===== src/design/gsre_pkg.sv =====
`timescale 1ns / 1ps

package gsre_pkg;

  // Largest block length in bytes and the 13-bit length field it saturates in.
  localparam int BlockBytes = 4096;
  localparam int LenW       = 13;
  localparam int LenFieldMax = (1 << LenW) - 1;
  localparam logic [LenW-1:0] LenCap =
    LenW'((BlockBytes > LenFieldMax) ? LenFieldMax : BlockBytes);

  localparam int ValW  = 7;
  localparam int ByteW = 8;

  // At most three bytes can come from one sample: a run break gives a marker
  // and a value, after which the block end flushes the single new value.
  localparam int SlotN = 3;
  localparam int SlotCntW = 2;

  localparam int QDepth = 4;
  localparam int QAddrW = 2;

  typedef struct packed {
    logic [ByteW-1:0] code;
    logic             mark;
  } slot_t;

  typedef struct packed {
    logic [SlotCntW-1:0]     n;
    slot_t [SlotN-1:0]       slot;
    logic                    fin;
  } desc_t;

  typedef struct packed {
    logic  push;
    desc_t desc;
  } fe_req_t;

  typedef struct packed {
    logic full;
  } fe_stat_t;

  function automatic slot_t mk_mark(input logic [ValW-1:0] cnt);
    slot_t s;
    s.code = {1'b1, cnt};
    s.mark = 1'b1;
    return s;
  endfunction

  function automatic slot_t mk_val(input logic [ValW-1:0] v);
    slot_t s;
    s.code = {1'b0, v};
    s.mark = 1'b0;
    return s;
  endfunction

endpackage


===== src/design/gsre_in_if.sv =====
`timescale 1ns / 1ps

interface gsre_in_if;
  logic       valid;
  logic       ready;
  logic [7:0] sample;
  logic       block_end;

  modport source(output valid, output sample, output block_end, input ready);
  modport sink(input valid, input sample, input block_end, output ready);
endinterface


===== src/design/gsre_out_if.sv =====
`timescale 1ns / 1ps

interface gsre_out_if;
  logic        valid;
  logic        ready;
  logic [7:0]  code_byte;
  logic        is_marker;
  logic        item_done;
  logic        stream_done;
  logic [12:0] total_length;

  modport source(output valid, output code_byte, output is_marker, output item_done,
                 output stream_done, output total_length, input ready);
  modport sink(input valid, input code_byte, input is_marker, input item_done,
               input stream_done, input total_length, output ready);
endinterface


===== src/design/gsre_front.sv =====
`timescale 1ns / 1ps

module gsre_front (
  input  logic                      clk_i,
  input  logic                      rst_ni,
  input  logic                      cfg_we_i,
  input  logic [6:0]                cfg_wdata_i,
  input  logic                      valid_i,
  output logic                      ready_o,
  input  logic [7:0]                sample_i,
  input  logic                      block_end_i,
  input  gsre_pkg::fe_stat_t        stat_i,
  output gsre_pkg::fe_req_t         req_o
);
  import gsre_pkg::*;

  logic [ValW-1:0] max_run_q;
  logic [ValW-1:0] held_q, held_d;
  logic [ValW-1:0] run_q, run_d;
  logic            primed_q, primed_d;
  logic            accept;
  logic [ValW-1:0] v;
  desc_t           desc;
  logic [SlotCntW-1:0] pos;

  assign ready_o = !stat_i.full;
  assign accept  = valid_i && ready_o;
  assign v       = sample_i[7:1];

  always_comb begin
    held_d   = held_q;
    run_d    = run_q;
    primed_d = primed_q;
    desc     = '0;
    pos      = '0;
    if (accept) begin
      if (!primed_q) begin
        held_d   = v;
        run_d    = '0;
        primed_d = 1'b1;
      end else begin
        if ((v == held_q) && (run_q < max_run_q)) begin
          run_d = run_q + ValW'(1);
        end else if (run_q != '0) begin
          desc.slot[pos] = mk_mark(run_q);
          pos            = pos + SlotCntW'(1);
          desc.slot[pos] = mk_val(held_q);
          pos            = pos + SlotCntW'(1);
          run_d          = '0;
        end else begin
          desc.slot[pos] = mk_val(held_q);
          pos            = pos + SlotCntW'(1);
        end
        held_d = v;
      end
      if (block_end_i) begin
        if (run_d != '0) begin
          desc.slot[pos] = mk_mark(run_d);
          pos            = pos + SlotCntW'(1);
        end
        desc.slot[pos] = mk_val(held_d);
        pos            = pos + SlotCntW'(1);
        desc.fin       = 1'b1;
        held_d         = '0;
        run_d          = '0;
        primed_d       = 1'b0;
      end
    end
    desc.n = pos;
  end

  assign req_o.push = accept && (pos != '0);
  assign req_o.desc = desc;

  always_ff @(posedge clk_i or negedge rst_ni) begin
    if (!rst_ni) begin
      max_run_q <= 7'd127;
      held_q    <= '0;
      run_q     <= '0;
      primed_q  <= 1'b0;
    end else begin
      if (cfg_we_i) begin
        max_run_q <= cfg_wdata_i;
      end
      held_q   <= held_d;
      run_q    <= run_d;
      primed_q <= primed_d;
    end
  end

endmodule


===== src/design/gsre_fifo.sv =====
`timescale 1ns / 1ps

module gsre_fifo (
  input  logic               clk_i,
  input  logic               rst_ni,
  input  gsre_pkg::fe_req_t  req_i,
  output gsre_pkg::fe_stat_t stat_o,
  output logic               valid_o,
  output gsre_pkg::desc_t    desc_o,
  input  logic               pop_i
);
  import gsre_pkg::*;

  desc_t             mem_q [QDepth];
  logic [QAddrW-1:0] wr_q, rd_q;
  logic [QAddrW:0]   cnt_q;
  logic              do_push, do_pop;

  assign stat_o.full = (cnt_q == (QAddrW+1)'(QDepth));
  assign valid_o     = (cnt_q != '0);
  assign desc_o      = mem_q[rd_q];
  assign do_push     = req_i.push && !stat_o.full;
  assign do_pop      = pop_i && valid_o;

  always_ff @(posedge clk_i) begin
    if (do_push) begin
      mem_q[wr_q] <= req_i.desc;
    end
  end

  always_ff @(posedge clk_i or negedge rst_ni) begin
    if (!rst_ni) begin
      wr_q  <= '0;
      rd_q  <= '0;
      cnt_q <= '0;
    end else begin
      if (do_push) begin
        wr_q <= wr_q + QAddrW'(1);
      end
      if (do_pop) begin
        rd_q <= rd_q + QAddrW'(1);
      end
      unique case ({do_push, do_pop})
        2'b10:   cnt_q <= cnt_q + (QAddrW+1)'(1);
        2'b01:   cnt_q <= cnt_q - (QAddrW+1)'(1);
        default: cnt_q <= cnt_q;
      endcase
    end
  end

endmodule


===== src/design/gsre_back.sv =====
`timescale 1ns / 1ps

module gsre_back (
  input  logic              clk_i,
  input  logic              rst_ni,
  input  logic              valid_i,
  input  gsre_pkg::desc_t   desc_i,
  output logic              pop_o,
  gsre_out_if.source        out_o
);
  import gsre_pkg::*;

  logic [SlotCntW-1:0] idx_q;
  logic [LenW-1:0]     len_q;
  logic [LenW-1:0]     len_nxt;
  logic                load;
  logic                final_byte;
  logic                out_valid_q;
  slot_t               cur;
  logic [ByteW-1:0]    code_q;
  logic                mark_q, item_q, stream_q;
  logic [LenW-1:0]     tot_q;

  assign load       = valid_i && (!out_valid_q || out_o.ready);
  assign final_byte = (idx_q == (desc_i.n - SlotCntW'(1)));
  assign pop_o      = load && final_byte;
  assign cur        = desc_i.slot[idx_q];
  assign len_nxt    = (len_q < LenCap) ? (len_q + LenW'(1)) : len_q;

  always_ff @(posedge clk_i) begin
    if (load) begin
      code_q   <= cur.code;
      mark_q   <= cur.mark;
      item_q   <= final_byte;
      stream_q <= final_byte && desc_i.fin;
      tot_q    <= len_nxt;
    end
  end

  always_ff @(posedge clk_i or negedge rst_ni) begin
    if (!rst_ni) begin
      out_valid_q <= 1'b0;
      idx_q       <= '0;
      len_q       <= '0;
    end else begin
      if (load) begin
        out_valid_q <= 1'b1;
        idx_q       <= final_byte ? '0 : (idx_q + SlotCntW'(1));
        len_q       <= (final_byte && desc_i.fin) ? '0 : len_nxt;
      end else if (out_o.ready) begin
        out_valid_q <= 1'b0;
      end
    end
  end

  assign out_o.valid        = out_valid_q;
  assign out_o.code_byte    = code_q;
  assign out_o.is_marker    = mark_q;
  assign out_o.item_done    = item_q;
  assign out_o.stream_done  = stream_q;
  assign out_o.total_length = tot_q;

endmodule


===== src/design/grey_sample_run_length_encoder_unit.sv =====
// A sample's descriptor is queued at its input transfer edge, and the output register
// loads the sample's first byte from the queue head once that register is free.
// Throughput: one sample per cycle while each gives at most one byte and nothing stalls;
// unstalled, the output register moves one byte per cycle; a run break gives two bytes.
// A four-entry descriptor queue lets input and output stall independently.
// Reset (rst_ni low, asynchronous) empties the queue and the output register,
// clears the run state and length count, and sets max_run to 127.
`timescale 1ns / 1ps

module grey_sample_run_length_encoder_unit (
  input  logic        clk_i,
  input  logic        rst_ni,
  input  logic        cfg_we_i,
  input  logic [6:0]  cfg_wdata_i,
  gsre_in_if.sink     in_i,
  gsre_out_if.source  out_o
);
  import gsre_pkg::*;

  // The front end keeps the held value, the run count and the primed flag. For
  // each accepted sample it works out, combinationally, the bytes that sample
  // releases and packs them into a descriptor. Samples that release nothing (a run
  // still growing, or a block's first sample, unless it ends the block) push no descriptor.
  fe_req_t  fe_req;
  fe_stat_t fe_stat;
  logic     q_valid;
  desc_t    q_desc;
  logic     q_pop;

  gsre_front u_front (
    .clk_i       (clk_i),
    .rst_ni      (rst_ni),
    .cfg_we_i    (cfg_we_i),
    .cfg_wdata_i (cfg_wdata_i),
    .valid_i     (in_i.valid),
    .ready_o     (in_i.ready),
    .sample_i    (in_i.sample),
    .block_end_i (in_i.block_end),
    .stat_i      (fe_stat),
    .req_o       (fe_req)
  );

  // The queue holds descriptors so that a stalled output does not hold up the
  // input side until it is full.
  gsre_fifo u_fifo (
    .clk_i   (clk_i),
    .rst_ni  (rst_ni),
    .req_i   (fe_req),
    .stat_o  (fe_stat),
    .valid_o (q_valid),
    .desc_o  (q_desc),
    .pop_i   (q_pop)
  );

  // The back end walks the bytes of the head descriptor one per transfer,
  // keeps the saturating byte count of the block, and flags the last byte of
  // each sample and of the block. The count restarts after the block's last byte.
  gsre_back u_back (
    .clk_i   (clk_i),
    .rst_ni  (rst_ni),
    .valid_i (q_valid),
    .desc_i  (q_desc),
    .pop_o   (q_pop),
    .out_o   (out_o)
  );

endmodule


===== src/flat_wrapper.sv =====
// flat-port wrapper written by rule: the top's interface ports become plain ports
module grey_sample_run_length_encoder_unit_flat import gsre_pkg::*;
  (clk_i, rst_ni, cfg_we_i, cfg_wdata_i, in_i_valid, in_i_sample, in_i_block_end, in_i_ready, out_o_valid, out_o_code_byte, out_o_is_marker, out_o_item_done, out_o_stream_done, out_o_total_length, out_o_ready);
  gsre_in_if in_i_i ();
  gsre_out_if out_o_i ();
  input  logic clk_i;
  input  logic rst_ni;
  input  logic cfg_we_i;
  input  logic [6:0] cfg_wdata_i;
  input wire logic [$bits(in_i_i.valid)-1:0] in_i_valid;
  input wire logic [$bits(in_i_i.sample)-1:0] in_i_sample;
  input wire logic [$bits(in_i_i.block_end)-1:0] in_i_block_end;
  output wire logic [$bits(in_i_i.ready)-1:0] in_i_ready;
  output wire logic [$bits(out_o_i.valid)-1:0] out_o_valid;
  output wire logic [$bits(out_o_i.code_byte)-1:0] out_o_code_byte;
  output wire logic [$bits(out_o_i.is_marker)-1:0] out_o_is_marker;
  output wire logic [$bits(out_o_i.item_done)-1:0] out_o_item_done;
  output wire logic [$bits(out_o_i.stream_done)-1:0] out_o_stream_done;
  output wire logic [$bits(out_o_i.total_length)-1:0] out_o_total_length;
  input wire logic [$bits(out_o_i.ready)-1:0] out_o_ready;
  assign in_i_i.valid = in_i_valid;
  assign in_i_i.sample = in_i_sample;
  assign in_i_i.block_end = in_i_block_end;
  assign in_i_ready = in_i_i.ready;
  assign out_o_valid = out_o_i.valid;
  assign out_o_code_byte = out_o_i.code_byte;
  assign out_o_is_marker = out_o_i.is_marker;
  assign out_o_item_done = out_o_i.item_done;
  assign out_o_stream_done = out_o_i.stream_done;
  assign out_o_total_length = out_o_i.total_length;
  assign out_o_i.ready = out_o_ready;
  grey_sample_run_length_encoder_unit u_core (.clk_i(clk_i), .rst_ni(rst_ni), .cfg_we_i(cfg_we_i), .cfg_wdata_i(cfg_wdata_i), .in_i(in_i_i), .out_o(out_o_i));
endmodule

===== config.mk =====
export PLATFORM = sky130hd
export DESIGN_NAME = grey_sample_run_length_encoder_unit_flat
export DESIGN_NICKNAME = d
export VERILOG_FILES = /design/src/design/gsre_pkg.sv /design/src/design/gsre_in_if.sv /design/src/design/gsre_out_if.sv /design/src/design/gsre_front.sv /design/src/design/gsre_fifo.sv /design/src/design/gsre_back.sv /design/src/design/grey_sample_run_length_encoder_unit.sv /design/src/flat_wrapper.sv
export SDC_FILE = /design/constraint.sdc
export NUM_CORES = 1
export LEC_CHECK = 0
export ABC_AREA = 1
export BUFFER_PORTS_ARGS = -buffer_cell sky130_fd_sc_hd__buf_4
export CAP_MARGIN = 15
export CORE_MARGIN = 10
export CORE_UTILIZATION = 40
export DETAILED_ROUTE_END_ITERATION = 6
export GPL_TIMING_DRIVEN = 0
export PLACE_DENSITY = 0.62
export REMOVE_ABC_BUFFERS = 1
export SLEW_MARGIN = 20
export SYNTH_ARGS = -nofsm -noshare
export SYNTH_HDL_FRONTEND = slang
export SYNTH_SLANG_ARGS = --single-unit
export TNS_END_PERCENT = 30

===== constraint.sdc =====
create_clock -name clk_i -period 5.4 [get_ports clk_i]
set_clock_uncertainty 0.15 [all_clocks]
set_input_delay 0.81 -clock clk_i [delete_from_list [all_inputs] [get_ports clk_i]]
set_output_delay 0.81 -clock clk_i [all_outputs]
set_load 0.05 [all_outputs]

==> impl_results.md, run 1 <==
* Register-to-register setup slack at 1.04 ns
* CP max stage cell: dfstp_2
* Crit path capture: u_core.u_fifo.cnt_q[2]
* Post-synthesis register bit count at about 180
* Register area share after synthesis at 60.83%
* WP data arrival at 4.52 ns
* Via Count at 5725
* EDFF count, synth at 131
* Mapped Area at ~8300 um2
* Final hold violations at 0
* Share of layout cells above drive strength 1 at 16.31%
* R2R cell count at 28
* Gpl congestion at 0.8768
* Floorplan core area at 20360 um2
* Antenna diode count at 0
* Hold-fix buffers, CTS at 0
* Period utilisation layout at 80.81%
* CP startpoint: u_core.u_front.max_run_q[6]
* Synth async-reset ratio at 25.57%
* VDD IR max at approximately 270 uV
* CTS tree: built
* GRT overflow at 0
* Largest net degree at the start of global routing at 57
* Critical Path Fanout Max at 7
* Leak at 3.816 nW
* Final worst path period need at roughly 4.4 ns
* Post-Syn Instances at 799
* # clock sinks at 176
* WP buf/inv at 8
* RSZ-0062 raised after global routing: no
* Post-detailed-routing wire length at 18.19 mm
* TNS Setup at 0 ns
* Clk_lat worst skew at 0.43 ns
* Design area at between 9000 and 10000 um2
* Wire per inst at 16.21 um
* Antenna Violating Nets Remaining at 0
* Fmax at 0.2291 GHz
* Vias/cell at 5.102
* Die Span Y at 164.3 um
* Chip Width at 164.3 um
* CP required at around 5.6 ns
* Critical path depth at 28
* DR iter-0 viols at around 500
* CP delay by family, top: simple AND/OR/NAND/NOR gates
* Syn avg cell area at 10.43 um2
* Worst slew pin tran at 1.045 ns
* RR Startpoint: u_core.u_front.max_run_q[6]
* Worst stage delay on the critical path at 0.52 ns
* Post-CTS Setup Repair Bufs at 0
* Starting Density at 40.91%
* CTS clk-pin slew, worst paths at 0.07 ns
* Row count at between 50 and 60
* Placement Cell Area at 8969 um2
* Worst Setup End Kind: register
* Final Max Tran Viols at 0
* PwrDens at approximately 560 nW/um2
* Remaining DRCs at 0
* Hold_ws at 0.2490 ns
* CTS max path bufs at 2
* Die ar. at around 27000 um2
* I/O Buffers at 45
* NumNets Final at 878
* Worst setup SP type: register
* Number of CTS-inserted buffers at 17
* H-tree levels at 4
* Root buffer cell: clkbuf_16
* Antenna violations before repair at 0
* Status: finished clean
* Final setup vio count at 0
* CP most frequent cell: inv_1
* First-pass GRT wire length at 29.63 mm
* Hold Path Class: primary input to async pin
* Gr usage total at approximately 14%
* Synth-to-layout area growth at 14.96%
* Synth Warn # at 0
* I/O pins at 47
* Drt pass-1 iters at 5
* # resized after CTS at 0
* Max-cap violations at 0
* Unique cell type count in the Yosys netlist at 45
* WS Path Type: register to register
* Slew headroom at 30.36%
* Reg2reg end: u_core.u_fifo.cnt_q[2]
* Top FF cell, synth: edfxtp_1
* Via count of the first global-routing pass at 5444
* Post-detail-place hpwl at around 12 mm
[kinds of logic after synthesis]
family,count (synthesis),synth area share (%)
and+or+nand+nor,291,15.87
DFF,176,60.83
AOI/OAI and AO/OA,174,12.52
buffers and inverters,119,5.797
xor gates and xnor gates,19,1.997
adders and majority gates,18,2.793
other,1,0.04501
muxes,1,0.1351
[cell type report]
class / instances / area (um2)
clock buffers: 19 / 475.5
inverters: 89 / 334.1
clock inverters: 13 / 133.9
well taps: 270 / 337.8
fillers: 1857 / 10790
flip-flops and latches: 176 / 5070
repair buffers: 48 / 420.4
multi-input cells: 507 / 2806
[report_power, final]
part,internal (mW),switching [mW]
Clock,0.669,0.565
Sequential,1.89,0.218
Combinational,0.631,1.40
[per-stage QoR]
step / utilization, % / total power [mW] / cells / worst slack, ns
finish: 47.03 / 5.380 / 1122 / 1.036
global placement: 43.55 / 4.100 / 1087 / -0.6628
global route: 47.03 / 5.746 / 1122 / 0.5998
detailed placement: 44.04 / 4.201 / 1090 / 0.8693
CTS: 47.03 / 5.438 / 1122 / 0.9884
floorplan: - / 3.503 / 772 / 0.7679
[Yosys cell counts, types with 4 or more instances]
cell type | number | share of area [%]
dfrtp_1 | 38 | 11
o221ai_1 | 12 | 1.3
clkbuf_1 | 21 | 0.95
nand2_1 | 131 | 5.9
inv_1 | 73 | 3.3
o211ai_1 | 8 | 0.72
xor2_1 | 15 | 1.6
nand3_1 | 31 | 1.9
o21ai_1 | 9 | 0.54
a22oi_1 | 6 | 0.54
nor3_1 | 13 | 0.78
inv_2 | 14 | 0.63
a21oi_1 | 17 | 1.0
nor2_4 | 6 | 0.81
a32o_1 | 5 | 0.60
dfstp_2 | 7 | 2.2
nor2_1 | 85 | 3.8
edfxtp_1 | 131 | 47
nand3_2 | 5 | 0.60
o22ai_1 | 25 | 1.9
nand2_2 | 6 | 0.45
ha_1 | 17 | 2.6
nand4_1 | 4 | 0.30
o21ai_0 | 82 | 4.9
xnor2_1 | 4 | 0.42
nand2_4 | 5 | 0.68
[cell usage in the layout (no fill, tap or decap), types with 2 or more instances in the layout]
cell,netlist,final
nor2_2,2,2
dfstp_2,7,7
a32o_1,5,5
nor3_1,13,13
conb_1,1,4
clkbuf_16,0,19
o22ai_1,25,25
o21ai_0,82,82
nand3_2,5,5
ha_1,17,17
nor2_1,85,85
nor2_4,6,6
dfrtp_1,38,37
clkinv_8,0,2
nand4_1,4,4
nand2_2,6,6
nand2_4,5,5
buf_4,3,45
xor2_1,15,15
xnor2_1,4,4
inv_8,0,3
o221ai_1,12,12
inv_1,73,69
nand3_1,31,31
inv_6,0,5
inv_2,14,18
a22oi_1,6,6
buf_16,0,3
o21ai_2,2,2
nand2_1,131,131
a21oi_2,2,2
o21ai_1,9,9
clkinvlp_4,0,2
a21oi_1,17,17
nand3_4,2,2
o211ai_1,8,8
clkinv_1,2,2
edfxtp_1,131,131
[state kept, by name, indices dropped and copies added, names as in the netlist, 2 cells and up]
signal and cells:
u_core.u_fifo.cnt_q 3, u_core.u_back.idx_q 2, u_core.u_fifo.rd_q 2, u_core.u_back.out_o.code_byte 8
u_core.u_fifo.wr_q 2, u_core.u_back.out_o.total_length 13, u_core.u_front.max_run_q 7, u_core.u_back.len_q 13
u_core.u_front.held_q 7, u_core.u_front.run_q 7, u_core.u_fifo.mem_q 108
[layer usage]
layer / vias to the layer above / global-route usage, % / part of all wire, %
li1: 2857 / - / -
met1: 2712 / 18.30 / 45
met2: 138 / 22.63 / 49
met3: 18 / 2.804 / 4.4
met4: 0 / 4.671 / 1.3
met5: - / 0 / 0
[how the worst min path moves through the flow]
stage / to / slack (ns) / cells past startpoint
floorplan: u_core.u_fifo.cnt_q[1] / 0.30 / 2
global placement: u_core.u_fifo.cnt_q[1] / 0.31 / 2
detailed placement: u_core.u_fifo.cnt_q[1] / 0.33 / 2
CTS: u_core.u_back.len_q[10] / 0.26 / 1
global route: u_core.u_back.len_q[10] / 0.29 / 1
finish: u_core.u_front.run_q[1] / 0.25 / 1
(Power assumes the default switching activity.)
==> inputs of run 2 (changes only) <==
clock period = 4.5 ns   (was 5.4 ns; I/O delays follow)
==> impl_results.md, run 2 (synthesis results as in run 1) <==
* Wire per inst at 16.24 um (+0.16%)
* Met1 Use GR at 18.30% (unchanged)
* VDD IR max at 326.2 uV (+21%)
* Gr usage total at 13.96% (unchanged)
* CP most frequent cell: inv_1
* Gpl congestion at 0.8768 (unchanged)
* WP buf/inv at 8 (unchanged)
* Antenna diode count at 0 (unchanged)
* Most frequent cells in the layout: edfxtp_1, nand2_1, nor2_1
* H-tree levels at 4 (unchanged)
* Chip Width at 164.3 um (unchanged)
* Floorplan core area at 20360 um2 (unchanged)
* Antenna violations before repair at 0 (unchanged)
* CP delay by family, top: simple AND/OR/NAND/NOR gates
* Worst stage delay on the critical path at 0.52 ns (about the same)
* GR Layer Usage met2 at 22.63% (unchanged)
* Max FFs per register at 108 (unchanged)
* PwrDens at 674.6 nW/um2 (+20%)
* Row count at 52 (unchanged)
* NumNets Final at 880 (+0.23%)
* DR iter-0 viols at 505 (unchanged)
* GRT overflow at 0 (unchanged)
* Final setup vio count at 0 (unchanged)
* Final Max Tran Viols at 0 (unchanged)
* CTS tree: built
* First-pass GRT wire length at 29.63 mm (unchanged)
* # clock sinks at 176 (unchanged)
* Die Span Y at 164.3 um (unchanged)
* Worst Setup End Kind: register
* Period utilisation layout at 92.47% (+12 points)
* Remaining DRCs at 0 (unchanged)
* Status: finished clean
* Antenna Violating Nets Remaining at 0 (unchanged)
* Post-detailed-routing wire length at 18.25 mm (+0.34%)
* Fillers at 1858 (+0.054%)
* Post-layout util at 47.25% (+0.22 points)
* Final worst path period need at 4.161 ns (-0.2026 ns)
* Clk_lat worst skew at 0.43 ns (about the same)
* Post-detail-place hpwl at 12.10 mm (unchanged)
* CP required at 4.66 ns (-0.90 ns)
* Most common cell after layout, fill and taps aside: edfxtp_1
* CTS clk-pin slew, worst paths at 0.07 ns (about the same)
* M3 GR Usage at 2.804% (unchanged)
* Max-cap violations at 0 (unchanged)
* Starting Density at 40.91% (unchanged)
* Number of CTS-inserted buffers at 17 (unchanged)
* Tot Pwr at 6.491 mW (+21%)
* Root buffer cell: clkbuf_16
* Hold-fix buffers, CTS at 0 (unchanged)
* CTS max path bufs at 2 (unchanged)
* Share of layout cells above drive strength 1 at 17.33% (+1.0 points)
* Top reg by flops: u_core.u_fifo.mem_q
* Critical Path Fanout Max at 7 (unchanged)
* Vias/cell at 5.121 (+0.36%)
* Hold Path Class: primary input to async pin
* Finished Layout Cells at 1124 (+0.18%)
* Via count of the first global-routing pass at 5444 (unchanged)
* Synth-to-layout area growth at 15.48%
* Fmax at 0.2403 GHz (+4.9%)
* Worst setup SP type: register
* I/O pins at 47 (unchanged)
* Worst slew pin tran at 1.074 ns (+0.02971 ns)
* WP data arrival at 4.32 ns (-0.20 ns)
* Leak at 3.827 nW (+0.27%)
* CP max stage cell: dfstp_2
* Via Count at 5756 (+0.54%)
* I/O Buffers at 45 (unchanged)
* Hold_ws at 0.1139 ns (-0.1351 ns)
* GRT Max-Usage Layer: met2
* Slew headroom at 28.38% (-2.0 points)
* Die ar. at 27000 um2 (unchanged)
* WS Path Type: register to register
* TNS Setup at 0 ns (unchanged)
* Largest net degree at the start of global routing at 57 (unchanged)
* Final hold violations at 0 (unchanged)
* Placed cells at 1090 (unchanged)
* Drt pass-1 iters at 5 (unchanged)
[run 2: cell count changes in the layout (fill, tap and decap cells not counted), sizes merged]
cell,previous run,this run
buf,48,50
[run 2: path summary, 6_finish.rpt]
path                                                  start                        end  slack (ns)  cells past startpoint
max in group asynchronous                            rst_ni      u_core.u_fifo.rd_q[0]        3.63                      1
worst max register to register  u_core.u_front.max_run_q[6]     u_core.u_fifo.cnt_q[2]        0.34                     28
worst min-delay path                                 rst_ni    u_core.u_front.run_q[1]        0.11                      1
worst max-delay path            u_core.u_front.max_run_q[6]     u_core.u_fifo.cnt_q[2]        0.34                     28
min in group clk_i                              out_o_ready  u_core.u_back.out_o.valid        0.28                      2
worst min register to register       u_core.u_fifo.cnt_q[1]     u_core.u_fifo.cnt_q[1]        0.34                      2
[run 2: layer usage]
layer  wire, um  vias up  share of wire [%]
li1           -     2857                  -
met1       8213     2726                 45
met2       8920      153                 49
met3        863       20                4.7
met4        252        0                1.4
met5          0        -                  0
[run 2: power breakdown]
| part | total [mW] | internal (mW) | switching [mW] |
|---|---|---|---|
| logic | 2.47 | 0.771 | 1.70 |
| registers | 2.54 | 2.27 | 0.265 |
| clock network | 1.48 | 0.803 | 0.680 |
| total | 6.49 | 3.85 | 2.65 |
[run 2: timing repair]
item / CTS / global route
gates resized for setup: 0 / 9
setup buffers: 0 / 2
setup endpoints to repair: 0 / 110
[run 2: cell type report]
class / count / area (um2) / area share (%)
Clock buffer: 19 / 475.5 / 4.941
Inverter: 89 / 334.1 / 3.472
Timing Repair Buffer: 50 / 435.4 / 4.525
Sequential cell: 176 / 5071 / 52.70
Tap cell: 270 / 337.8 / 3.511
Clock inverter: 13 / 133.9 / 1.391
Multi-Input combinational cell: 507 / 2834 / 29.45
[run 2: per-stage QoR]
stage          setup WS (ns)  instance area [um2]
6_report              0.3386                 9622
4_1_cts              0.08841                 9578
2_1_floorplan      -0.002557                 8194
5_1_grt             -0.01204                 9622
3_5_place_dp          0.1043                 8969
3_3_place_gp          -1.428                 8870
[run 2: worst reg2reg max path, delay by kind of cell, from the launching register on]
| kind | cells | cell delay [ns] |
|---|---|---|
| simple gates | 12 | 1.25 |
| fa+ha+maj | 4 | 1.06 |
| buf+inv | 8 | 0.60 |
| flops | 1 | 0.52 |
| compound gates | 3 | 0.33 |
| xor+xnor | 1 | 0.15 |
==> inputs of run 3 (changes only) <==
ABC_AREA = 0   (was 1)
==> impl_results.md, run 3 <==
* Wire per inst at 17.82 um (+9.7%)
* Tot Pwr at 5.875 mW (-9.5%)
* Via Count at 4938 (-14%)
* Top FF cell, synth: edfxtp_1
* # clock sinks at 176 (unchanged)
* GRT Max-Usage Layer: met2
* VDD IR max at 273.5 uV (-16%)
* Synth-to-layout area growth at 15.55% (about the same)
* Antenna diode count at 0 (unchanged)
* Placement Cell Area at 8845 um2 (-1.4%)
* DR iter-0 viols at 377 (-25%)
* CTS clk-pin slew, worst paths at 0.07 ns (about the same)
* PwrDens at 619.9 nW/um2 (-8.1%)
* Clk_lat worst skew at 0.44 ns (about the same)
* CTS max path bufs at 2 (unchanged)
* Final hold violations at 0 (unchanged)
* Max FFs per register at 108 (unchanged)
* Remaining DRCs at 0 (unchanged)
* First-pass GRT wire length at 26.87 mm (-9.3%)
* WS Path Type: register to register
* Worst setup SP type: register
* Worst stage delay on the critical path at 0.51 ns (about the same)
* Starting Density at 40.53% (-0.38 points)
* Floorplan core area at 20230 um2 (-0.64%)
* Most frequent cells in the layout: edfxtp_1, nand2_1, buf_4
* Hold-fix buffers, CTS at 0 (unchanged)
* Gr usage total at 12.74% (-1.2 points)
* Met1 Use GR at 16.38% (-1.9 points)
* Placed cells at 901 (-17%)
* Drt pass-1 iters at 5 (unchanged)
* Syn avg cell area at 13.45 um2 (+29%)
* GRT overflow at 0 (unchanged)
* Mapped Area at 8202 um2 (-1.6%)
* Design area at 9477 um2 (-1.5%)
* Synth top area share at 47.96% (+0.75 points)
* Post-synthesis register bit count at 176 (unchanged)
* M3 GR Usage at 3.071% (+0.27 points)
* Register area share after synthesis at 61.80% (+0.97 points)
* Vias/cell at 5.293 (+3.4%)
* Final worst path period need at 4.212 ns (+0.05024 ns)
* TNS Setup at 0 ns (unchanged)
* Gpl congestion at 0.9144 (+4.3%)
* Most numerous cell in the Yosys netlist: edfxtp_1
* Row count at 52 (unchanged)
* GR Layer Usage met2 at 20.36% (-2.3 points)
* Chip Width at 163.2 um (-0.69%)
* Via count of the first global-routing pass at 4986 (-8.4%)
* Finished Layout Cells at 933 (-17%)
* Final setup vio count at 0 (unchanged)
* Post-layout util at 46.83% (-0.41 points)
* CP required at 4.71 ns (+0.05 ns)
* Die ar. at 26630 um2 (-1.4%)
* Worst Setup End Kind: register
* Post-route setup slack at 0.2884 ns (-0.05024 ns)
* Largest net degree at the start of global routing at 46 (-19%)
* Antenna Violating Nets Remaining at 0 (unchanged)
* Root buffer cell: clkbuf_16
* RSZ-0062 raised after global routing: no
* Critical path, cell by cell: inv_1 > ha_1 > nor4_2 > nand2_2 > nor3b_1 > o21ai_0 > a41oi_1 > a31oi_2 > ha_1 > inv_1 > nand4_1 > mux2i_2 > a211oi_4 > inv_1 > ha_1 > inv_1 > fa_1 > xor2_1 > nor2_1 > xor2_1
* I/O Buffers at 45 (unchanged)
* Leak at 3.551 nW (-7.2%)
* Worst slew pin tran at 1.018 ns (-0.05635 ns)
* Largest cells by area after synthesis: edfxtp_1, dfrtp_1, mux4_2
* Hold_ws at 0.08935 ns (-0.02454 ns)
* Antenna violations before repair at 0 (unchanged)
* Final Max Tran Viols at 0 (unchanged)
* Unique cell type count in the Yosys netlist at 68 (+51%)
* Status: finished clean
* Slew headroom at 31.97% (+3.6 points)
* Hold Path Class: primary input to async pin
* Share of layout cells above drive strength 1 at 22.62% (+5.3 points)
* CP max stage cell: dfstp_2
* Top post-synthesis cells by count: edfxtp_1, nand2_1, dfrtp_1
* I/O pins at 47 (unchanged)
* Post-detail-place hpwl at 11.06 mm (-8.6%)
* Post-Syn Instances at 610 (-24%)
* WP data arrival at 4.42 ns (+0.10 ns)
* CP most frequent cell: inv_1
* Max-cap violations at 0 (unchanged)
* Pre-CTS setup slack at 0.02484 ns (-0.07943 ns)
* Fmax at 0.2374 GHz (-1.2%)
* Number of CTS-inserted buffers at 17 (unchanged)
* Die Span Y at 163.2 um (-0.69%)
* H-tree levels at 4 (unchanged)
* Critical Path Fanout Max at 7 (unchanged)
* Most common cell after layout, fill and taps aside: edfxtp_1
* CTS tree: built
* Period utilisation layout at 93.59% (+1.1 points)
* Synth async-reset ratio at 25.57% (unchanged)
* Synth Warn # at 0 (unchanged)
* Post-CTS Setup Repair Bufs at 0 (unchanged)
* Cell taking the most area after synthesis: edfxtp_1
* Top reg by flops: u_core.u_fifo.mem_q
* Post-detailed-routing wire length at 16.63 mm (-8.9%)
* EDFF count, synth at 131 (unchanged)
* NumNets Final at 689 (-22%)
-- run 3: cell types whose count changed after synthesis, sizes merged, moves of 13 or more --
cell / before / now
inv: 87 / 33
o21ai: 93 / 38
mux4: 0 / 27
xnor2: 4 / 17
o22ai: 26 / 11
mux2i: 0 / 14
nand3: 38 / 20
nand2: 142 / 74
nor2: 93 / 17
-- run 3: kinds of logic (layout without fill, tap and decap cells) --
kind of cell / after synthesis / after routing / synth area share (%)
and+or+nand+nor: 174 / 174 / 10.80
other: 1 / 4 / 0.04572
adders and majority gates: 18 / 18 / 2.837
xor gates and xnor gates: 30 / 30 / 3.295
AOI/OAI and AO/OA: 101 / 101 / 7.826
DFF: 176 / 176 / 61.80
muxes: 44 / 44 / 9.779
buffers and inverters: 66 / 116 / 3.616
-- run 3: where the power goes --
| group | switching, mW | internal (mW) |
|---|---|---|
| Combinational | 1.13 | 0.786 |
| Clock | 0.633 | 0.838 |
| Sequential | 0.314 | 2.18 |
| Total | 2.07 | 3.80 |
-- run 3: worst paths after layout --
check / start / to / slack (ns) / depth (start not counted)
setup / recovery: u_core.u_front.max_run_q[6] / u_core.u_fifo.cnt_q[2] / 0.29 / 20
hold / removal: rst_ni / u_core.u_front.run_q[3] / 0.09 / 1
setup reg to reg: u_core.u_front.max_run_q[6] / u_core.u_fifo.cnt_q[2] / 0.29 / 20
hold reg to reg: u_core.u_back.out_o.valid / u_core.u_back.out_o.valid / 0.35 / 2
max in group asynchronous: rst_ni / u_core.u_fifo.rd_q[0] / 3.63 / 1
min in group clk_i: cfg_wdata_i[4] / u_core.u_front.max_run_q[4] / 0.30 / 3
-- run 3: area by class of cell --
type	count	area (um2)
inverter	33	123.9
tap	270	337.8
fill	1763	10760
clock inverter	11	115.1
multi-input combinational	371	2894
sequential	176	5071
clock buffer	21	481.7
timing repair buffer	51	452.9
-- run 3: what timing repair did --
item                                    in CTS  in global routing
gates resized for setup                      0                  7
endpoints found under the setup margin       0                  2
endpoints found under the hold margin        0                  0
-- run 3: routing by layer --
metal  vias up  share of wire, %
li1       2332                 -
met1      2452                45
met5         -                 0
met2       136                48
met3        18               5.5
met4         0               1.1
-- run 3: worst max-delay path: cells and delay by family, from the launching register on --
kind | cells | cell delay (ns)
compound gates | 4 | 0.58
xor+xnor | 2 | 0.29
fa+ha+maj | 4 | 1.12
buf+inv | 4 | 0.35
flops | 1 | 0.51
mux | 1 | 0.23
simple gates | 5 | 0.89
